**config.mk**
```make
export PLATFORM = sky130hd
export DESIGN_NAME = biquad_shelf_gain_limiter_core
export DESIGN_NICKNAME = d
export VERILOG_FILES = /design/src/hw/rtl/bqsgl_pkg.sv /design/src/hw/rtl/biquad_shelf_gain_limiter_core.sv /design/src/hw/rtl/bqsgl_regs.sv /design/src/hw/rtl/bqsgl_mul.sv
export VERILOG_INCLUDE_DIRS = /design/src /design/src/hw/rtl
export SDC_FILE = /design/constraint.sdc
export NUM_CORES = 2
export LEC_CHECK = 0
export ABC_CLOCK_PERIOD_IN_PS = 15200
export BUFFER_PORTS_ARGS = -buffer_cell sky130_fd_sc_hd__buf_2
export CORE_MARGIN = 5
export CORE_UTILIZATION = 55
export DETAILED_ROUTE_END_ITERATION = 10
export PLACE_DENSITY = 0.79
export SYNTH_ARGS = -nofsm -noshare
export SYNTH_HDL_FRONTEND = slang
export SYNTH_SLANG_ARGS = --single-unit
export TNS_END_PERCENT = 5
```
**constraint.sdc**
```tcl
create_clock -name clk -period 15.2 [get_ports clk]
set_input_delay 0.76 -clock clk [delete_from_list [all_inputs] [get_ports clk]]
set_output_delay 0.76 -clock clk [all_outputs]
set_load 0.005 [all_outputs]
```
**src/hw/rtl/assert_macros.svh**
```systemverilog
// ----------------------------------------------------------------------------
// Assertion macros
// Shared concurrent assertion wrappers, clocked on clk, disabled in reset.
// ----------------------------------------------------------------------------
`ifndef ASSERT_MACROS_SVH
`define ASSERT_MACROS_SVH

// Same-cycle implication
`define ASSERT_IMP(lbl, ante, cons) \
  lbl: assert property (@(posedge clk) disable iff (!rst_n) (ante) |-> (cons)) \
    else $error("assertion failed");

// Next-cycle implication
`define ASSERT_NXT(lbl, ante, cons) \
  lbl: assert property (@(posedge clk) disable iff (!rst_n) (ante) |=> (cons)) \
    else $error("assertion failed");

`endif

```
**src/hw/rtl/bqsgl_pkg.sv**
```systemverilog
// ----------------------------------------------------------------------------
// bqsgl_pkg
// Types and constants for the biquad, gain and limiter core.
// ----------------------------------------------------------------------------
package bqsgl_pkg;

  localparam int SMP_W    = 16;  // Q1.15 sample
  localparam int COEF_W   = 20;  // Q3.16 coefficient, also Q4.15 filter state
  localparam int GAIN_W   = 12;  // Q4.8 gain
  localparam int LIM_W    = 15;  // Q1.15 clamp magnitude
  localparam int IDX_W    = 3;   // register index
  localparam int PROD_W   = 2 * COEF_W;
  localparam int ACC_W    = PROD_W + 3;  // sum of five products
  localparam int FILT_SH  = 16;          // Q.31 -> Q.15
  localparam int GAIN_SH  = 8;           // Q.23 -> Q.15

  localparam int FILT_MAX = 524287;
  localparam int FILT_MIN = -524288;

  // Reset values
  localparam logic signed [COEF_W-1:0] COEF_B0_RST  = 20'sd65536;
  localparam logic [GAIN_W-1:0]        GAIN_RST     = 12'd1536;
  localparam logic [LIM_W-1:0]         CLIP_RST     = 15'd31130;

  // Register indexes
  typedef enum logic [IDX_W-1:0] {
    REG_COEF_B0,
    REG_COEF_B1,
    REG_COEF_B2,
    REG_COEF_A1,
    REG_COEF_A2,
    REG_MASTER_GAIN,
    REG_CLIP_LIMIT
  } reg_idx_t;

  // Filter taps in issue order
  typedef enum logic [2:0] {
    TAP_B0,
    TAP_B1,
    TAP_B2,
    TAP_A1,
    TAP_A2
  } tap_t;

  typedef enum logic [2:0] {
    ST_IDLE,
    ST_MAC,
    ST_FLUSH,
    ST_ROUND,
    ST_GAIN,
    ST_OUT
  } state_t;

  // Configuration bundle from the register file
  typedef struct packed {
    logic signed [COEF_W-1:0] coef_b0;
    logic signed [COEF_W-1:0] coef_b1;
    logic signed [COEF_W-1:0] coef_b2;
    logic signed [COEF_W-1:0] coef_a1;
    logic signed [COEF_W-1:0] coef_a2;
    logic [GAIN_W-1:0]        master_gain;
    logic [LIM_W-1:0]         clip_limit;
  } cfg_t;

endpackage

```
**src/hw/rtl/biquad_shelf_gain_limiter_core.sv**
```systemverilog
// The single shared 20x20 multiplier issues five filter products and one gain
//   product per sample; no sample is taken until the last result is loaded.
// The next sample is taken while a result still waits on the output register.
// Reset (rst_n low, synchronous): registers to defaults, filter history to zero.
// ----------------------------------------------------------------------------
// biquad_shelf_gain_limiter_core
// Direct-form-I biquad, post gain and symmetric clamp, one shared multiplier
// stepped by a small sequencer.
// ----------------------------------------------------------------------------
`include "assert_macros.svh"

module biquad_shelf_gain_limiter_core
  import bqsgl_pkg::*;
(
  input  logic              clk,
  input  logic              rst_n,
  // Input stream
  input  logic              in_tvalid,
  output logic              in_tready,
  input  logic [15:0]       in_tdata,   // [15:0] sample_in
  // Result stream
  output logic              out_tvalid,
  input  logic              out_tready,
  output logic [15:0]       out_tdata,  // [15:0] sample_out
  // Configuration write port
  input  logic              cfg_we,
  input  logic [IDX_W-1:0]  cfg_index,
  input  logic [COEF_W-1:0] cfg_wdata
);

  localparam int SHR_W  = ACC_W + 1 - FILT_SH;   // rounded filter sum
  localparam int GSHR_W = PROD_W + 1 - GAIN_SH;  // rounded gain product

  cfg_t cfg;

  state_t state_r, state_nxt;
  tap_t   tap_r, tap_nxt;

  logic                     mul_en;
  logic signed [COEF_W-1:0] mul_a, mul_b;
  logic signed [PROD_W-1:0] prod;
  logic                     prod_sub_r;

  logic signed [ACC_W-1:0]  acc_r;
  logic signed [ACC_W-1:0]  addend;
  logic signed [SMP_W-1:0]  x_r, pin1_r, pin2_r;
  logic signed [COEF_W-1:0] pf1_r, pf2_r;

  logic signed [ACC_W:0]    acc_rnd;
  logic signed [SHR_W-1:0]  acc_shr;
  logic signed [COEF_W-1:0] y_sat;

  logic signed [PROD_W:0]   g_rnd;
  logic signed [GSHR_W-1:0] g_shr;
  logic signed [SMP_W-1:0]  lim_s;
  logic signed [SMP_W-1:0]  g_clamp;

  logic                     out_valid_r;
  logic [SMP_W-1:0]         out_data_r;
  logic                     in_xfer, out_load;
  logic signed [SMP_W-1:0]  out_s;

  bqsgl_regs u_regs (
    .clk       (clk),
    .rst_n     (rst_n),
    .cfg_we    (cfg_we),
    .cfg_index (cfg_index),
    .cfg_wdata (cfg_wdata),
    .cfg       (cfg)
  );

  bqsgl_mul u_mul (
    .clk  (clk),
    .en   (mul_en),
    .op_a (mul_a),
    .op_b (mul_b),
    .prod (prod)
  );

  assign in_tready = (state_r == ST_IDLE);
  assign in_xfer   = in_tvalid && in_tready;
  assign out_load  = (state_r == ST_OUT) && (!out_valid_r || out_tready);

  // Operand select for the shared multiplier
  always_comb begin
    mul_a = cfg.coef_b0;
    mul_b = COEF_W'(x_r);
    if (state_r == ST_GAIN) begin
      mul_a = pf1_r;
      mul_b = $signed({{(COEF_W-GAIN_W){1'b0}}, cfg.master_gain});
    end else begin
      unique case (tap_r)
        TAP_B0: begin mul_a = cfg.coef_b0; mul_b = COEF_W'(x_r);    end
        TAP_B1: begin mul_a = cfg.coef_b1; mul_b = COEF_W'(pin1_r); end
        TAP_B2: begin mul_a = cfg.coef_b2; mul_b = COEF_W'(pin2_r); end
        TAP_A1: begin mul_a = cfg.coef_a1; mul_b = pf1_r;           end
        TAP_A2: begin mul_a = cfg.coef_a2; mul_b = pf2_r;           end
        default: begin end
      endcase
    end
  end

  // Sequencer
  always_comb begin
    state_nxt = state_r;
    tap_nxt   = tap_r;
    mul_en    = 1'b0;
    unique case (state_r)
      ST_IDLE: begin
        tap_nxt = TAP_B0;
        if (in_xfer) begin
          state_nxt = ST_MAC;
        end
      end
      ST_MAC: begin
        mul_en = 1'b1;
        if (tap_r == TAP_A2) begin
          state_nxt = ST_FLUSH;
        end else begin
          tap_nxt = tap_t'(tap_r + 3'd1);
        end
      end
      ST_FLUSH: state_nxt = ST_ROUND;
      ST_ROUND: state_nxt = ST_GAIN;
      ST_GAIN: begin
        mul_en    = 1'b1;
        state_nxt = ST_OUT;
      end
      ST_OUT: begin
        if (out_load) begin
          state_nxt = ST_IDLE;
        end
      end
      default: state_nxt = ST_IDLE;
    endcase
  end

  always_ff @(posedge clk) begin
    if (!rst_n) begin
      state_r <= ST_IDLE;
      tap_r   <= TAP_B0;
    end else begin
      state_r <= state_nxt;
      tap_r   <= tap_nxt;
    end
  end

  // Feedback taps enter the sum negated
  assign addend = prod_sub_r ? -ACC_W'(prod) : ACC_W'(prod);

  // Filter rounding, half up, then saturation to Q4.15
  assign acc_rnd = ACC_W'(acc_r) + (ACC_W+1)'(1 << (FILT_SH - 1));
  assign acc_shr = $signed(acc_rnd[ACC_W:FILT_SH]);
  always_comb begin
    if (acc_shr > SHR_W'(FILT_MAX)) begin
      y_sat = COEF_W'(FILT_MAX);
    end else if (acc_shr < SHR_W'(FILT_MIN)) begin
      y_sat = COEF_W'(FILT_MIN);
    end else begin
      y_sat = acc_shr[COEF_W-1:0];
    end
  end

  // Gain rounding and symmetric clamp
  assign lim_s   = $signed({1'b0, cfg.clip_limit});
  assign g_rnd   = PROD_W'(prod) + (PROD_W+1)'(1 << (GAIN_SH - 1));
  assign g_shr   = $signed(g_rnd[PROD_W:GAIN_SH]);
  always_comb begin
    if (g_shr > GSHR_W'(lim_s)) begin
      g_clamp = lim_s;
    end else if (g_shr < -GSHR_W'(lim_s)) begin
      g_clamp = -lim_s;
    end else begin
      g_clamp = g_shr[SMP_W-1:0];
    end
  end

  // Accumulator and sample capture
  always_ff @(posedge clk) begin
    if (in_xfer) begin
      x_r   <= $signed(in_tdata);
      acc_r <= '0;
    end
    if (state_r == ST_MAC) begin
      prod_sub_r <= (tap_r == TAP_A1) || (tap_r == TAP_A2);
      if (tap_r != TAP_B0) begin
        acc_r <= acc_r + addend;
      end
    end
    if (state_r == ST_FLUSH) begin
      acc_r <= acc_r + addend;
    end
  end

  // Filter history
  always_ff @(posedge clk) begin
    if (!rst_n) begin
      pin1_r <= '0;
      pin2_r <= '0;
      pf1_r  <= '0;
      pf2_r  <= '0;
    end else if (state_r == ST_ROUND) begin
      pin2_r <= pin1_r;
      pin1_r <= x_r;
      pf2_r  <= pf1_r;
      pf1_r  <= y_sat;
    end
  end

  // Output register
  always_ff @(posedge clk) begin
    if (!rst_n) begin
      out_valid_r <= 1'b0;
    end else if (out_load) begin
      out_valid_r <= 1'b1;
    end else if (out_tready) begin
      out_valid_r <= 1'b0;
    end
  end

  always_ff @(posedge clk) begin
    if (out_load) begin
      out_data_r <= g_clamp;
    end
  end

  assign out_tvalid = out_valid_r;
  assign out_tdata  = out_data_r;
  assign out_s      = $signed(out_data_r);

  // Checks
  `ASSERT_NXT(a_accept_starts_mac, in_xfer, (state_r == ST_MAC) && (tap_r == TAP_B0))
  `ASSERT_IMP(a_out_within_limit, out_tvalid, (out_s <= lim_s) && (out_s >= -lim_s))
  `ASSERT_NXT(a_out_wait_holds, (state_r == ST_OUT) && out_tvalid && !out_tready, state_r == ST_OUT)
  `ASSERT_NXT(a_out_load_idle, out_load, out_tvalid && (state_r == ST_IDLE))

endmodule

```
**src/hw/rtl/bqsgl_regs.sv**
```systemverilog
// ----------------------------------------------------------------------------
// bqsgl_regs
// Configuration register file: coefficients, gain and clamp limit.
// ----------------------------------------------------------------------------
module bqsgl_regs
  import bqsgl_pkg::*;
(
  input  logic              clk,
  input  logic              rst_n,
  input  logic              cfg_we,
  input  logic [IDX_W-1:0]  cfg_index,
  input  logic [COEF_W-1:0] cfg_wdata,
  output cfg_t              cfg
);

  cfg_t cfg_r;

  // Write decode; unknown index is dropped
  always_ff @(posedge clk) begin
    if (!rst_n) begin
      cfg_r.coef_b0     <= COEF_B0_RST;
      cfg_r.coef_b1     <= '0;
      cfg_r.coef_b2     <= '0;
      cfg_r.coef_a1     <= '0;
      cfg_r.coef_a2     <= '0;
      cfg_r.master_gain <= GAIN_RST;
      cfg_r.clip_limit  <= CLIP_RST;
    end else if (cfg_we) begin
      unique case (cfg_index)
        REG_COEF_B0:     cfg_r.coef_b0     <= $signed(cfg_wdata);
        REG_COEF_B1:     cfg_r.coef_b1     <= $signed(cfg_wdata);
        REG_COEF_B2:     cfg_r.coef_b2     <= $signed(cfg_wdata);
        REG_COEF_A1:     cfg_r.coef_a1     <= $signed(cfg_wdata);
        REG_COEF_A2:     cfg_r.coef_a2     <= $signed(cfg_wdata);
        REG_MASTER_GAIN: cfg_r.master_gain <= cfg_wdata[GAIN_W-1:0];
        REG_CLIP_LIMIT:  cfg_r.clip_limit  <= cfg_wdata[LIM_W-1:0];
        default: begin
        end
      endcase
    end
  end

  assign cfg = cfg_r;

endmodule

```
**src/hw/rtl/bqsgl_mul.sv**
```systemverilog
// ----------------------------------------------------------------------------
// bqsgl_mul
// Shared signed multiplier with a registered product.
// ----------------------------------------------------------------------------
module bqsgl_mul
  import bqsgl_pkg::*;
(
  input  logic                     clk,
  input  logic                     en,
  input  logic signed [COEF_W-1:0] op_a,
  input  logic signed [COEF_W-1:0] op_b,
  output logic signed [PROD_W-1:0] prod
);

  logic signed [PROD_W-1:0] prod_r;

  // Product register, loaded only when a product is issued
  always_ff @(posedge clk) begin
    if (en) begin
      prod_r <= op_a * op_b;
    end
  end

  assign prod = prod_r;

endmodule

```
==> results.yml <==
status:
  status: "complete, no violations"
yosys:
  synth_top_flop_cell: "dfxtp_1"
  synth_area_mm2: 0.0340
  synth.net_count: 4708
  synth.yosys.seq_area_share_pct: 21.1
  ys_seq_elements: 322
  syn_area_per_cell_um2: 8.42
  synth_cells: 4036
  ys_warn_count: 0
  netlist_top_cells_count: "nand2_1 (698), inv_1 (566), fa_1 (421), nor2_1 (296), dfxtp_1 (249)"
  netlist.area_leader.share_pct: 24.8
  synthTopCellsByArea: "fa_1 (25%), dfxtp_1 (15%), nand2_1 (7.7%)"
  postSynth.asyncResetShare_pct: 0
  synth_area_leader_cell: "fa_1"
  synth_cell_types: 74
  yosysMostFrequentCell: "nand2_1"
  synth_edf_count: 73
route:
  dr.pass1.iters: 6
  vias: 28719
  routed_wl_um: 100000
  antenna_left: 0
  first_iter_violations: 3047
  drcViolationCount: 0
  routedWlPerCell_um: 20.9
  vias_per_cell: 5.99
finish:
  seq_area_mm2: 0.00718
  fin_nets: 4651
  multiInputGateArea_mm2: 0.0239
  layout-drive-gt1-share_pct: 5.57
  n_fill_cell: 5375
  postLayoutCellArea_mm2: 0.0361
  area_growth_pct: 6.36
  final_core_util_pct: 58.8
cts:
  path_clk_slew_ns: 0.07
  clockRootBuffer: "clkbuf_16"
  clkLatencyLatePin_ns: 0.57
  clockBufferDepth: 3
  cts.repair.resized: 0
  postCtsSetupRepairBufs: 0
  cts_htree_levels: 2
  cts.sinks: 322
  tritoncts: "yes"
  postCtsHoldBufs: 0
  cts_buffers: 35
timing:
  grt_setup_unrepaired: "false"
  fmax_ghz: 0.0991
  tightest_slew_ns: 1.30
  period_needed_ns: 10.10
  finalHoldViolations: 0
  setup_tns_ns: 0
  setup_viol: 0
  fin_skew_ns: 0.0272
  drv_slew: 0
  max-slew-margin-rel_pct: 12.8
  fin_crit_sh_pct: 66.4
floorplan:
  fp.dieH_um: 259
  initial_utilization_pct: 55.3
  design.core.area_mm2: 0.0615
  fp.dieArea_mm2: 0.0668
  num_rows: 91
  boundaryPins: 62
  die_x_um: 259
place:
  dpl-instance-area_mm2: 0.0349
  io_buffer_count: 61
  hpwl_um: 76800
  gp_congestion: 1.01
worst_hold_path:
  hold_path.class: "in2reg"
  hold_end: "x_r[13]"
  hold_start: "in_tdata[13]"
  hold_depth: 1
worst_setup_path:
  crit_path_end_kind: "register"
  start_kind: "register"
  cp_top_family: "adder cells"
  critPathLaunch: "tap_r[1]"
  path_common_cell: "fa_1"
  cp_num_buf_inv: 7
  worst-r2r-setup-slack_ns: 5.10
  cp_slowest_stage_delay_ns: 0.61
  worst_ep_required_time_ns: 15.47
  critPathSlowestCell: "o21ai_1"
  crit_type: "reg2reg"
  reg2reg_to: "u_mul.prod[39]"
  r2r_start: "tap_r[1]"
  path_max_fanout: 68
  reg2regPathDepth: 30
  critPathArrivalTime_ns: 10.37
grt:
  track_usage_pct: 29.9
  grt_pass1_wl_um: 158000
  grt_max_degree: 108
  grt_pass1_vias: 28202
  antenna_found_initial: 0
  grt_overflow: 0
job:
  cap_violations: 0
==> placed cells by master, fill, tap and decap left out, types with 54 or more instances in the layout <==
cell type,netlist,routed
nand2_1,698,697
o21ai_0,136,136
nor2_1,296,295
a21boi_0,172,172
edfxtp_1,73,73
ha_1,207,207
fa_1,421,421
inv_1,566,566
a21oi_1,118,115
buf_2,13,60
a21o_1,55,54
dfxtp_1,249,249
xnor2_1,123,123
nand3_1,110,110
a22oi_1,72,72
buf_4,0,55
==> registers in the layout, indices dropped and copies added (netlist names) <==
register	cells
u_regs.cfg	127
prod_sub_r	1
pin2_r	16
acc_r	43
pf2_r	20
out_tvalid	1
x_r	16
tap_r	3
state_r	3
pin1_r	16
pf1_r	20
out_tdata	16
u_mul.prod	40
==> worst max path at each step <==
stage,end,cells past startpoint
floorplan,u_mul.prod[39],39
global placement,u_mul.prod[39],30
detailed placement,u_mul.prod[39],30
CTS,u_mul.prod[39],30
global route,u_mul.prod[39],30
finish,u_mul.prod[39],30
==> cell type report <==
class                   count  share of cell area [%]
multi-input cells        2939                    66.2
flip-flops and latches    322                    19.9
inverters                 566                    5.88
clock buffers              50                    2.81
well taps                 790                    2.74
repair buffers            115                    1.97
clock inverters            14                   0.544
diodes                      1                 0.00692
==> per-stage QoR <==
step | hold slack (ns) | setup WS (ns) | cells
after global placement | 0.444 | 5.41 | 4732
after global routing | 0.352 | 4.71 | 4796
final | 0.362 | 5.10 | 4797
after CTS | 0.348 | 5.19 | 4796
after detailed placement | 0.454 | 5.21 | 4732
after floorplan | 0.434 | 6.20 | 4036
==> routing by layer <==
layer	track usage, %	up-vias	wire length (um)
met1	40.1	13891	39700
met3	6.94	319	10400
li1	-	13087	-
met5	0	-	0
met4	13.5	0	5760
met2	46.3	1422	44300
==> kinds of logic after synthesis <==
kind of cell | count (synthesis) | synth area share [%]
flip-flops | 322 | 21.1
multiplexers | 18 | 0.530
AND/OR/NAND/NOR | 1342 | 17.2
adder cells (fa/ha/maj) | 628 | 32.4
XOR/XNOR | 167 | 4.30
buffers and inverters | 775 | 8.63
AO/OA/AOI/OAI | 784 | 15.8
Power is not shown: default switching activity piles up to over one toggle a cycle in this logic, so the estimate is an artifact.
